## src/rtl/core/itda_pkg.sv

```systemverilog
// ----------------------------------------------------------------------------
// itda_pkg
// Shared types and constants for the integer to decimal ASCII converter.
// ----------------------------------------------------------------------------
package itda_pkg;

  localparam int unsigned ValueWidth  = 32;
  localparam int unsigned DigitCount  = 10;
  localparam int unsigned DigitWidth  = 4;
  localparam int unsigned BcdWidth    = DigitCount * DigitWidth;
  localparam int unsigned BitsPerStep = 4;
  localparam int unsigned StepCount   = ValueWidth / BitsPerStep;
  localparam int unsigned QueueDepth  = 2;

  localparam logic [7:0] CharMinus = 8'h2D;
  localparam logic [7:0] CharZero  = 8'h30;
  localparam logic [7:0] CharNul   = 8'h00;

  // One classified input transaction: sign and unsigned magnitude.
  typedef struct packed {
    logic                  neg;
    logic [ValueWidth-1:0] mag;
  } item_t;

  // Finished conversion handed from the converter to the emitter.
  typedef struct packed {
    logic                valid;
    logic                neg;
    logic [BcdWidth-1:0] bcd;
  } conv_res_t;

  typedef enum logic [1:0] {
    C_IDLE,
    C_RUN,
    C_DONE
  } conv_state_e;

  typedef enum logic [1:0] {
    E_IDLE,
    E_SIGN,
    E_DIGIT,
    E_NUL
  } emit_state_e;

endpackage

```

## src/rtl/core/itda_front.sv

```systemverilog
// ----------------------------------------------------------------------------
// itda_front
// Accepts input values, splits them into sign and magnitude, and queues them.
// ----------------------------------------------------------------------------
module itda_front #(
  parameter int unsigned Depth = itda_pkg::QueueDepth
) (
  input  logic                                 clk_i,
  input  logic                                 rst_ni,
  input  logic                                 in_valid_i,
  output logic                                 in_stall_o,
  input  logic signed [itda_pkg::ValueWidth-1:0] value_i,
  output logic                                 item_valid_o,
  output itda_pkg::item_t                      item_o,
  input  logic                                 pop_i
);

  localparam int unsigned PtrWidth = $clog2(Depth);
  localparam int unsigned CntWidth = $clog2(Depth + 1);
  localparam logic [PtrWidth-1:0] LastPtr = PtrWidth'(Depth - 1);
  localparam logic [CntWidth-1:0] FullCnt = CntWidth'(Depth);

  itda_pkg::item_t                    mem_q [Depth];
  itda_pkg::item_t                    entry;
  logic [itda_pkg::ValueWidth-1:0]    raw;
  logic [PtrWidth-1:0]                wr_ptr_q, wr_ptr_d, rd_ptr_q, rd_ptr_d;
  logic [CntWidth-1:0]                count_q, count_d;
  logic                               push, pop;

  assign raw       = value_i;
  assign entry.neg = raw[itda_pkg::ValueWidth-1];
  // The unsigned magnitude also covers the most negative value.
  assign entry.mag = entry.neg ? (~raw + itda_pkg::ValueWidth'(1)) : raw;

  assign in_stall_o   = (count_q == FullCnt);
  assign push         = in_valid_i && !in_stall_o;
  assign item_valid_o = (count_q != '0);
  assign pop          = pop_i && item_valid_o;
  assign item_o       = mem_q[rd_ptr_q];

  always_comb begin
    wr_ptr_d = wr_ptr_q;
    rd_ptr_d = rd_ptr_q;
    count_d  = count_q;
    if (push) begin
      wr_ptr_d = (wr_ptr_q == LastPtr) ? '0 : wr_ptr_q + PtrWidth'(1);
    end
    if (pop) begin
      rd_ptr_d = (rd_ptr_q == LastPtr) ? '0 : rd_ptr_q + PtrWidth'(1);
    end
    if (push && !pop) begin
      count_d = count_q + CntWidth'(1);
    end else if (pop && !push) begin
      count_d = count_q - CntWidth'(1);
    end
  end

  always_ff @(posedge clk_i or negedge rst_ni) begin
    if (!rst_ni) begin
      wr_ptr_q <= '0;
      rd_ptr_q <= '0;
      count_q  <= '0;
    end else begin
      wr_ptr_q <= wr_ptr_d;
      rd_ptr_q <= rd_ptr_d;
      count_q  <= count_d;
    end
  end

  always_ff @(posedge clk_i) begin
    if (push) begin
      mem_q[wr_ptr_q] <= entry;
    end
  end

endmodule

```

## src/rtl/core/itda_conv.sv

```systemverilog
// ----------------------------------------------------------------------------
// itda_conv
// Binary to BCD converter: shift-and-add-three, four bits per cycle.
// ----------------------------------------------------------------------------
module itda_conv (
  input  logic                  clk_i,
  input  logic                  rst_ni,
  input  logic                  item_valid_i,
  input  itda_pkg::item_t       item_i,
  output logic                  pop_o,
  output itda_pkg::conv_res_t   res_o,
  input  logic                  take_i
);

  localparam int unsigned StepWidth = $clog2(itda_pkg::StepCount);
  localparam logic [StepWidth-1:0] LastStep = StepWidth'(itda_pkg::StepCount - 1);

  itda_pkg::conv_state_e               state_q, state_d;
  logic [StepWidth-1:0]                step_q, step_d;
  logic                                neg_q, neg_d;
  logic [itda_pkg::ValueWidth-1:0]     mag_q, mag_d, mag_nx;
  logic [itda_pkg::BcdWidth-1:0]       bcd_q, bcd_d, bcd_nx;

  // Four dependent adjust-and-shift steps on the BCD accumulator.
  always_comb begin
    bcd_nx = bcd_q;
    mag_nx = mag_q;
    for (int s = 0; s < itda_pkg::BitsPerStep; s++) begin
      for (int d = 0; d < itda_pkg::DigitCount; d++) begin
        if (bcd_nx[d*itda_pkg::DigitWidth +: itda_pkg::DigitWidth] >= 4'd5) begin
          bcd_nx[d*itda_pkg::DigitWidth +: itda_pkg::DigitWidth] =
            bcd_nx[d*itda_pkg::DigitWidth +: itda_pkg::DigitWidth] + 4'd3;
        end
      end
      {bcd_nx, mag_nx} = {bcd_nx, mag_nx} << 1;
    end
  end

  // Next state.
  always_comb begin
    state_d = state_q;
    unique case (state_q)
      itda_pkg::C_IDLE: begin
        if (item_valid_i) begin
          state_d = itda_pkg::C_RUN;
        end
      end
      itda_pkg::C_RUN: begin
        if (step_q == LastStep) begin
          state_d = itda_pkg::C_DONE;
        end
      end
      itda_pkg::C_DONE: begin
        if (take_i) begin
          state_d = itda_pkg::C_IDLE;
        end
      end
      default: state_d = itda_pkg::C_IDLE;
    endcase
  end

  // Outputs and datapath.
  always_comb begin
    pop_o  = 1'b0;
    step_d = step_q;
    neg_d  = neg_q;
    mag_d  = mag_q;
    bcd_d  = bcd_q;
    unique case (state_q)
      itda_pkg::C_IDLE: begin
        if (item_valid_i) begin
          pop_o  = 1'b1;
          step_d = '0;
          neg_d  = item_i.neg;
          mag_d  = item_i.mag;
          bcd_d  = '0;
        end
      end
      itda_pkg::C_RUN: begin
        step_d = step_q + StepWidth'(1);
        mag_d  = mag_nx;
        bcd_d  = bcd_nx;
      end
      default: ;
    endcase
  end

  // Result fields in declaration order: valid, sign, BCD digits.
  assign res_o = {(state_q == itda_pkg::C_DONE), neg_q, bcd_q};

  always_ff @(posedge clk_i or negedge rst_ni) begin
    if (!rst_ni) begin
      state_q <= itda_pkg::C_IDLE;
    end else begin
      state_q <= state_d;
    end
  end

  always_ff @(posedge clk_i) begin
    step_q <= step_d;
    neg_q  <= neg_d;
    mag_q  <= mag_d;
    bcd_q  <= bcd_d;
  end

endmodule

```

## src/rtl/core/itda_emit.sv

```systemverilog
// ----------------------------------------------------------------------------
// itda_emit
// Walks a finished BCD result, issuing sign, digits and NUL one per cycle unless stalled.
// ----------------------------------------------------------------------------
module itda_emit (
  input  logic                  clk_i,
  input  logic                  rst_ni,
  input  itda_pkg::conv_res_t   res_i,
  output logic                  take_o,
  output logic                  out_valid_o,
  input  logic                  out_stall_i,
  output logic [7:0]            char_out_o,
  output logic                  last_o
);

  localparam int unsigned IdxWidth = $clog2(itda_pkg::DigitCount);

  itda_pkg::emit_state_e           state_q, state_d;
  logic [itda_pkg::BcdWidth-1:0]   bcd_q;
  logic [IdxWidth-1:0]             idx_q, idx_d, top;
  logic [itda_pkg::DigitWidth-1:0] digit;
  logic                            adv, load;
  logic                            out_valid_q, out_valid_d;
  logic [7:0]                      char_q, char_d;
  logic                            last_q, last_d;

  // Position of the most significant nonzero digit; zero gives one digit.
  always_comb begin
    top = '0;
    for (int d = 0; d < itda_pkg::DigitCount; d++) begin
      if (res_i.bcd[d*itda_pkg::DigitWidth +: itda_pkg::DigitWidth] != '0) begin
        top = IdxWidth'(d);
      end
    end
  end

  assign digit = bcd_q[idx_q*itda_pkg::DigitWidth +: itda_pkg::DigitWidth];
  assign adv   = !out_valid_q || !out_stall_i;
  assign load  = (state_q == itda_pkg::E_IDLE) && res_i.valid;
  assign take_o = load;

  // Next state.
  always_comb begin
    state_d = state_q;
    unique case (state_q)
      itda_pkg::E_IDLE: begin
        if (res_i.valid) begin
          state_d = res_i.neg ? itda_pkg::E_SIGN : itda_pkg::E_DIGIT;
        end
      end
      itda_pkg::E_SIGN: begin
        if (adv) begin
          state_d = itda_pkg::E_DIGIT;
        end
      end
      itda_pkg::E_DIGIT: begin
        if (adv && (idx_q == '0)) begin
          state_d = itda_pkg::E_NUL;
        end
      end
      itda_pkg::E_NUL: begin
        if (adv) begin
          state_d = itda_pkg::E_IDLE;
        end
      end
      default: state_d = itda_pkg::E_IDLE;
    endcase
  end

  // Outputs and datapath.
  always_comb begin
    idx_d       = idx_q;
    out_valid_d = out_valid_q && out_stall_i;
    char_d      = char_q;
    last_d      = last_q;
    unique case (state_q)
      itda_pkg::E_IDLE: begin
        if (res_i.valid) begin
          idx_d = top;
        end
      end
      itda_pkg::E_SIGN: begin
        if (adv) begin
          out_valid_d = 1'b1;
          char_d      = itda_pkg::CharMinus;
          last_d      = 1'b0;
        end
      end
      itda_pkg::E_DIGIT: begin
        if (adv) begin
          out_valid_d = 1'b1;
          char_d      = itda_pkg::CharZero + {4'b0000, digit};
          last_d      = 1'b0;
          if (idx_q != '0) begin
            idx_d = idx_q - IdxWidth'(1);
          end
        end
      end
      itda_pkg::E_NUL: begin
        if (adv) begin
          out_valid_d = 1'b1;
          char_d      = itda_pkg::CharNul;
          last_d      = 1'b1;
        end
      end
      default: ;
    endcase
  end

  always_ff @(posedge clk_i or negedge rst_ni) begin
    if (!rst_ni) begin
      state_q     <= itda_pkg::E_IDLE;
      out_valid_q <= 1'b0;
    end else begin
      state_q     <= state_d;
      out_valid_q <= out_valid_d;
    end
  end

  always_ff @(posedge clk_i) begin
    idx_q  <= idx_d;
    char_q <= char_d;
    last_q <= last_d;
    if (load) begin
      bcd_q <= res_i.bcd;
    end
  end

  assign out_valid_o = out_valid_q;
  assign char_out_o  = char_q;
  assign last_o      = last_q;

endmodule

```

## src/rtl/core/int_to_decimal_ascii.sv

```systemverilog
// ----------------------------------------------------------------------------
// int_to_decimal_ascii
// Converts a signed 32-bit integer into its decimal ASCII text.
// ----------------------------------------------------------------------------
// Usage:
//   Input channel (in_valid_i / in_stall_o / value_i): one transaction is a
//   32-bit two's-complement value. It is taken when in_valid_i is high and
//   in_stall_o is low. The front splits it into sign and magnitude and puts
//   it into a two-entry queue; in_stall_o rises only when that queue is full.
//   Output channel (out_valid_o / out_stall_i / char_out_o / last_o): each
//   transaction is one character: '-' for negatives, the digits most
//   significant first without leading zeros ("0" for zero), then a NUL byte
//   with last_o set. One value yields 2 to 12 transactions.
//   From acceptance to the first character a value passes queue write,
//   converter load, eight conversion steps, handoff and emit. The converter
//   handles four magnitude bits per cycle, and the emitter issues one
//   character per cycle while the output is not stalled, after loading a
//   result; the converter can convert the next value meanwhile.
//   A stall on the output holds the character register; the converter and
//   the queue keep working until they fill. Reset empties the queue and
//   returns both back-end state machines to idle with no output valid.
// ----------------------------------------------------------------------------
module int_to_decimal_ascii #(
  parameter int unsigned QueueDepth = itda_pkg::QueueDepth
) (
  input  logic                                   clk_i,
  input  logic                                   rst_ni,
  input  logic                                   in_valid_i,
  output logic                                   in_stall_o,
  input  logic signed [itda_pkg::ValueWidth-1:0] value_i,
  output logic                                   out_valid_o,
  input  logic                                   out_stall_i,
  output logic [7:0]                             char_out_o,
  output logic                                   last_o
);

  logic                item_valid;
  itda_pkg::item_t     item;
  logic                pop;
  itda_pkg::conv_res_t res;
  logic                take;

  // Front: accept, classify, queue.
  itda_front #(
    .Depth (QueueDepth)
  ) u_front (
    .clk_i        (clk_i),
    .rst_ni       (rst_ni),
    .in_valid_i   (in_valid_i),
    .in_stall_o   (in_stall_o),
    .value_i      (value_i),
    .item_valid_o (item_valid),
    .item_o       (item),
    .pop_i        (pop)
  );

  // Back, first half: binary magnitude to BCD digits.
  itda_conv u_conv (
    .clk_i        (clk_i),
    .rst_ni       (rst_ni),
    .item_valid_i (item_valid),
    .item_i       (item),
    .pop_o        (pop),
    .res_o        (res),
    .take_i       (take)
  );

  // Back, second half: character sequencing behind an output register.
  itda_emit u_emit (
    .clk_i       (clk_i),
    .rst_ni      (rst_ni),
    .res_i       (res),
    .take_o      (take),
    .out_valid_o (out_valid_o),
    .out_stall_i (out_stall_i),
    .char_out_o  (char_out_o),
    .last_o      (last_o)
  );

endmodule

```

## config.mk

```make
export PLATFORM = sky130hd
export DESIGN_NAME = int_to_decimal_ascii
export DESIGN_NICKNAME = d
export VERILOG_FILES = /design/src/rtl/core/itda_pkg.sv /design/src/rtl/core/itda_front.sv /design/src/rtl/core/itda_conv.sv /design/src/rtl/core/itda_emit.sv /design/src/rtl/core/int_to_decimal_ascii.sv
export SDC_FILE = /design/constraint.sdc
export NUM_CORES = 1
export LEC_CHECK = 0
export BUFFER_PORTS_ARGS = -buffer_cell sky130_fd_sc_hd__buf_4
export CORE_AREA = 2 2 149 151
export CTS_CLUSTER_DIAMETER = 80
export CTS_CLUSTER_SIZE = 8
export DETAILED_ROUTE_END_ITERATION = 8
export DIE_AREA = 0 0 151 153
export PLACE_DENSITY_LB_ADDON = 0.25
export SETUP_SLACK_MARGIN = 0.15
export SYNTH_ARGS = -nofsm -noshare
export SYNTH_HDL_FRONTEND = slang
export SYNTH_SLANG_ARGS = --single-unit
```

## constraint.sdc

```tcl
create_clock -name clk_i -period 4.5 [get_ports clk_i]
set_input_delay 0.9 -clock clk_i [delete_from_list [all_inputs] [get_ports clk_i]]
set_output_delay 0.9 -clock clk_i [all_outputs]
set_load 0.005 [all_outputs]
```

==> reports/results.env <==
REG2REG_TO='u_conv.bcd_q[5]'
CP_SLOWEST_CELL='edfxtp_1'
SYNTH-COMPOUND-AREA-SHARE_PCT=18.68
DIEAREA_UM2=23100
CTS.SINK_COUNT=202
FINAL_CRITICAL_PATH_SETUP_SLACK_NS=0.5222
SYNTHESIS.AREA_UM2=12620
CRITPATHKIND='flip-flop to flip-flop'
FIN_NETS=1318
TIMING.CRITICAL_PATH.ARRIVAL_NS=4.23
GRT.OVERFLOW.TOTAL=0
CTS_INSERTED_BUFFERS=29
CRITICAL_PATH.STARTPOINT='u_conv.bcd_q[0]'
SYNTH_ASYNC_SR_FLOP_SHARE_PCT=4.455
SLEW_AT_THE_PIN_WITH_THE_WORST_MAX_SLEW_SLACK_NS=1.162
GRT_ANTENNA_BEFORE_REPAIR=0
POST_SYNTHESIS_ADDER_CELL_AREA_FRACTION_PCT=5.056
FINAL.FILL_COUNT=1669
YOSYS_WARNINGS=0
NUMBER_OF_FLOPS_MAPPED_TO_ENABLE_CELLS_BY_YOSYS=193
DRT-VIAS-PER-INSTANCE=6.041
CRITICAL_PATH.ENDPOINT='u_conv.bcd_q[5]'
PERIOD_MINUS_SLACK_NS=3.978
SETUP_VIOL=0
MOSTFREQUENTLAYOUTCELLS='edfxtp_1 (193), nand2_1 (105), o21ai_0 (81)'
ANTENNA_CELLS_INSERTED=0
STARTPOINT_TYPE='flip-flop'
CRITICAL-PATH-MAX-STAGE-DELAY_NS=0.50
MAX-SLEW-MARGIN-REL_PCT=22.35
WORST-R2R-CELL-COUNT=18
SYN_AREA_PER_CELL_UM2=10.66
DRT-TOTAL-WL_UM=24770
DETAILEDROUTE.FIRSTPASSITERATIONCOUNT=5
POST-SYNTH-TOP-AREA-CELL='edfxtp_1'
GRT_SETUP_UNREPAIRED='no'
NUMBER_OF_MAXIMUM_CAPACITANCE_VIOLATIONS=0
DP_HPWL_UM=16960
YOSYS-TOP-CELLS-AREA='edfxtp_1 (46%), ha_1 (5.1%), mux2i_1 (5.0%), xnor2_1 (3.6%), o21ai_0 (3.2%)'
GP_ROUTABILITY_CONGESTION=0.8654
AREA_GROWTH_SYN_TO_LAYOUT_PCT=11.33
STD_CELL_ROWS=54
REGTOREGSTARTPOINT='u_conv.bcd_q[0]'
CLOCK_SKEW_NS=0.01491
PLACE_WORST_SETUP_SLACK_NS=0.5984
VIAS=9194
RUN_STATUS='complete, no violations'
POST_CTS_HOLD_BUFFER_COUNT=0
CLASS_OF_THE_MOST_CRITICAL_HOLD_TIMING_PATH='primary input to async pin'
HTREEDEPTH=1
BUFFER_COUNT_FROM_POST_CTS_SETUP_FIXING=0
CRITICAL_PATH_PEAK_FANOUT=9
SYNTH_SEQ_AREA_SHARE_PCT=47.70
TIMING.CRITICAL_PATH.TO_TYPE='flip-flop'
IOPINCOUNT=47
FIN_HOLD_WS_NS=0.2129
CP.REQUIRED_NS=4.75
CLOCK_INSERTION_DELAY_WORST_SKEW_NS=0.53
IO_BUFFER_COUNT=44
CRIT_CHAIN='inv_1 > ha_1 > and2b_1 > nor3_1 > a21oi_2 > inv_1 > ha_1 > inv_1 > a21o_2 > a31oi_1 > inv_1 > ha_1 > a211oi_1 > a41oi_1 > a211o_1 > and2_1 > a211oi_1 > a211oi_1'
CTS.CLK_SLEW.WORST_PATHS_NS=0.05
DIE_H_UM=153
FINAL_ANTENNA_NET_COUNT=0
ROUTE.DETAILED.DRC=0
CRITICAL-PATH-TOP-CELL-BY-COUNT='inv_1'
YOSYS_MOST_USED_DFF='edfxtp_1'
FINALHOLDVIOLCOUNT=0
CTSLONGESTPATHBUFFERS=3
CORE-AREA_UM2=21490
ROOT_BUFFER='clkbuf_16'
SYNTHSIMPLEGATEAREAFRAC_PCT=12.54
LAYOUT_COMMONEST_CELL='edfxtp_1'
POSTSYNTHREGISTERBITS=202
MIN_PERIOD_OVER_PERIOD_PCT=88.39
DIE-WIDTH_UM=151
YOSYSTOPAREACELLSHARE_PCT=45.92
SYNTH-XOR-AREA-SHARE_PCT=4.679
GRT_PASS1_VIAS=8775
PEAK_CLOCK_FREQUENCY_SUPPORTED_BY_TIMING_GHz=0.2514
DRT-WIRELENGTH-PER-CELL_UM=16.28
GRT.TOTAL_USAGE_PCT=21.77
DRIVE_GT1_SHARE_PCT=14.49
INITIAL_UTILIZATION_PCT=58.75
GRT_PASS1_WL_UM=41480
SYNTH.DISTINCT_CELLS=91
REPORT.FINAL.SLEW_VIOL_COUNT=0
TRITONCTS='built'
MUX_CELL_AREA_SHARE_AFTER_SYNTHESIS_PCT=8.010
MAXIMUM_NUMBER_OF_PINS_ON_ONE_NET_BEFORE_GLOBAL_ROUTE_REPAIR=51
NETLIST_INSTANCES=1184
FINAL.SETUP.TNS_NS=0
LARGEST_FAMILY_OF_LOGIC_CELLS_BY_SYNTHESIZED_AREA='compound AO/OA/AOI/OAI gates'
DRT-INITIAL-DRC-COUNT=663
FF2FF_SETUP_SLACK_NS=0.52
layout make-up:
cell class / instances / area [µm²] / area share (%)
timing repair buffer: 55 / 425.4 / 3.027
clock buffer: 40 / 767.0 / 5.458
tap: 280 / 350.3 / 2.493
clock inverter: 2 / 17.52 / 0.1247
inverter: 67 / 251.5 / 1.790
sequential: 202 / 6022 / 42.85
multi-input combinational: 876 / 6218 / 44.25
worst max-delay path, delay by kind of cell, from the launching register on:
family	cells	cell delay (ns)
AO/OA/AOI/OAI	8	1.62
AND/OR/NAND/NOR	3	0.55
buffers and inverters	4	0.36
flip-flops	1	0.50
adder cells (fa/ha/maj)	3	0.67
through the flow:
step / instances / utilization, % / cell area (µm²)
2_1_floorplan: 1185 / - / 12630
3_3_place_gp: 1480 / 61.72 / 13260
3_5_place_dp: 1480 / 61.72 / 13260
4_1_cts: 1522 / 65.37 / 14050
5_1_grt: 1522 / 65.40 / 14050
6_report: 1522 / 65.40 / 14050
repair_timing:
item                                   CTS  global route
gates resized for setup                  0             1
setup endpoints to repair                0             1
endpoints found under the hold margin    0             0
how the worst min path moves through the flow:
stage                     startpoint                end  slack, ns  cells after the start
floorplan           u_conv.bcd_q[31]   u_emit.bcd_q[31]       0.42                      0
global placement    u_conv.bcd_q[37]   u_emit.bcd_q[37]       0.43                      0
detailed placement  u_conv.bcd_q[37]   u_emit.bcd_q[37]       0.46                      0
CTS                           rst_ni  u_emit.state_q[0]       0.20                      1
global route                  rst_ni  u_emit.state_q[0]       0.20                      1
finish                        rst_ni  u_emit.state_q[0]       0.21                      1
cell usage after synthesis (all sizes together), types with 4 or more instances:
library cell / count
edfxtp: 193
nand2: 105
o21ai: 104
a21oi: 92
inv: 67
mux2i: 65
nor2: 62
xnor2: 56
ha: 51
clkbuf: 32
a31oi: 28
a211oi: 25
nor3b: 22
nand2b: 20
nor3: 19
nand3: 18
mux2: 15
and2: 14
a31o: 13
o211ai: 13
or3: 12
a211o: 11
or2: 11
dfrtp: 9
o31ai: 9
buf: 8
mux4: 8
nor2b: 8
nor4: 8
xor2: 8
a21o: 6
a21boi: 5
and3: 5
o21bai: 5
a221oi: 4
nand4: 4
o211a: 4
o41ai: 4
flip-flops by register name, summed over array words and instances, names as in the netlist:
name	cells
u_emit.char_out_o	6
u_emit.state_q	2
u_emit.idx_q	4
u_conv.state_q	2
u_front.wr_ptr_q	1
u_emit.out_valid_o	1
u_emit.bcd_q	40
u_emit.last_o	1
u_conv.step_q	3
u_conv.neg_q	1
u_front.rd_ptr_q	1
u_front.count_q	2
u_conv.bcd_q	40
u_front.mem_q	66
u_conv.mag_q	32
metal layers:
| layer | track usage, % | vias to the layer above | part of all wire (%) |
|---|---|---|---|
| met5 | 0 | - | 0 |
| met2 | 38.05 | 227 | 49 |
| met1 | 29.34 | 4382 | 45 |
| met3 | 2.448 | 29 | 4.1 |
| li1 | - | 4556 | - |
| met4 | 4.584 | 0 | 1.3 |
cell families (layout without fill, tap and decap cells):
kind of cell / Yosys count / after routing
compound gates: 354 / 354
xor+xnor: 64 / 64
fa+ha+maj: 51 / 51
buf+inv: 107 / 164
flops: 202 / 202
mux: 88 / 88
other cells: 1 / 2
simple gates: 317 / 317
Power is left out: the tool's default activity adds up to more than one toggle a clock period on the data nets, which glitch-free logic cannot reach.
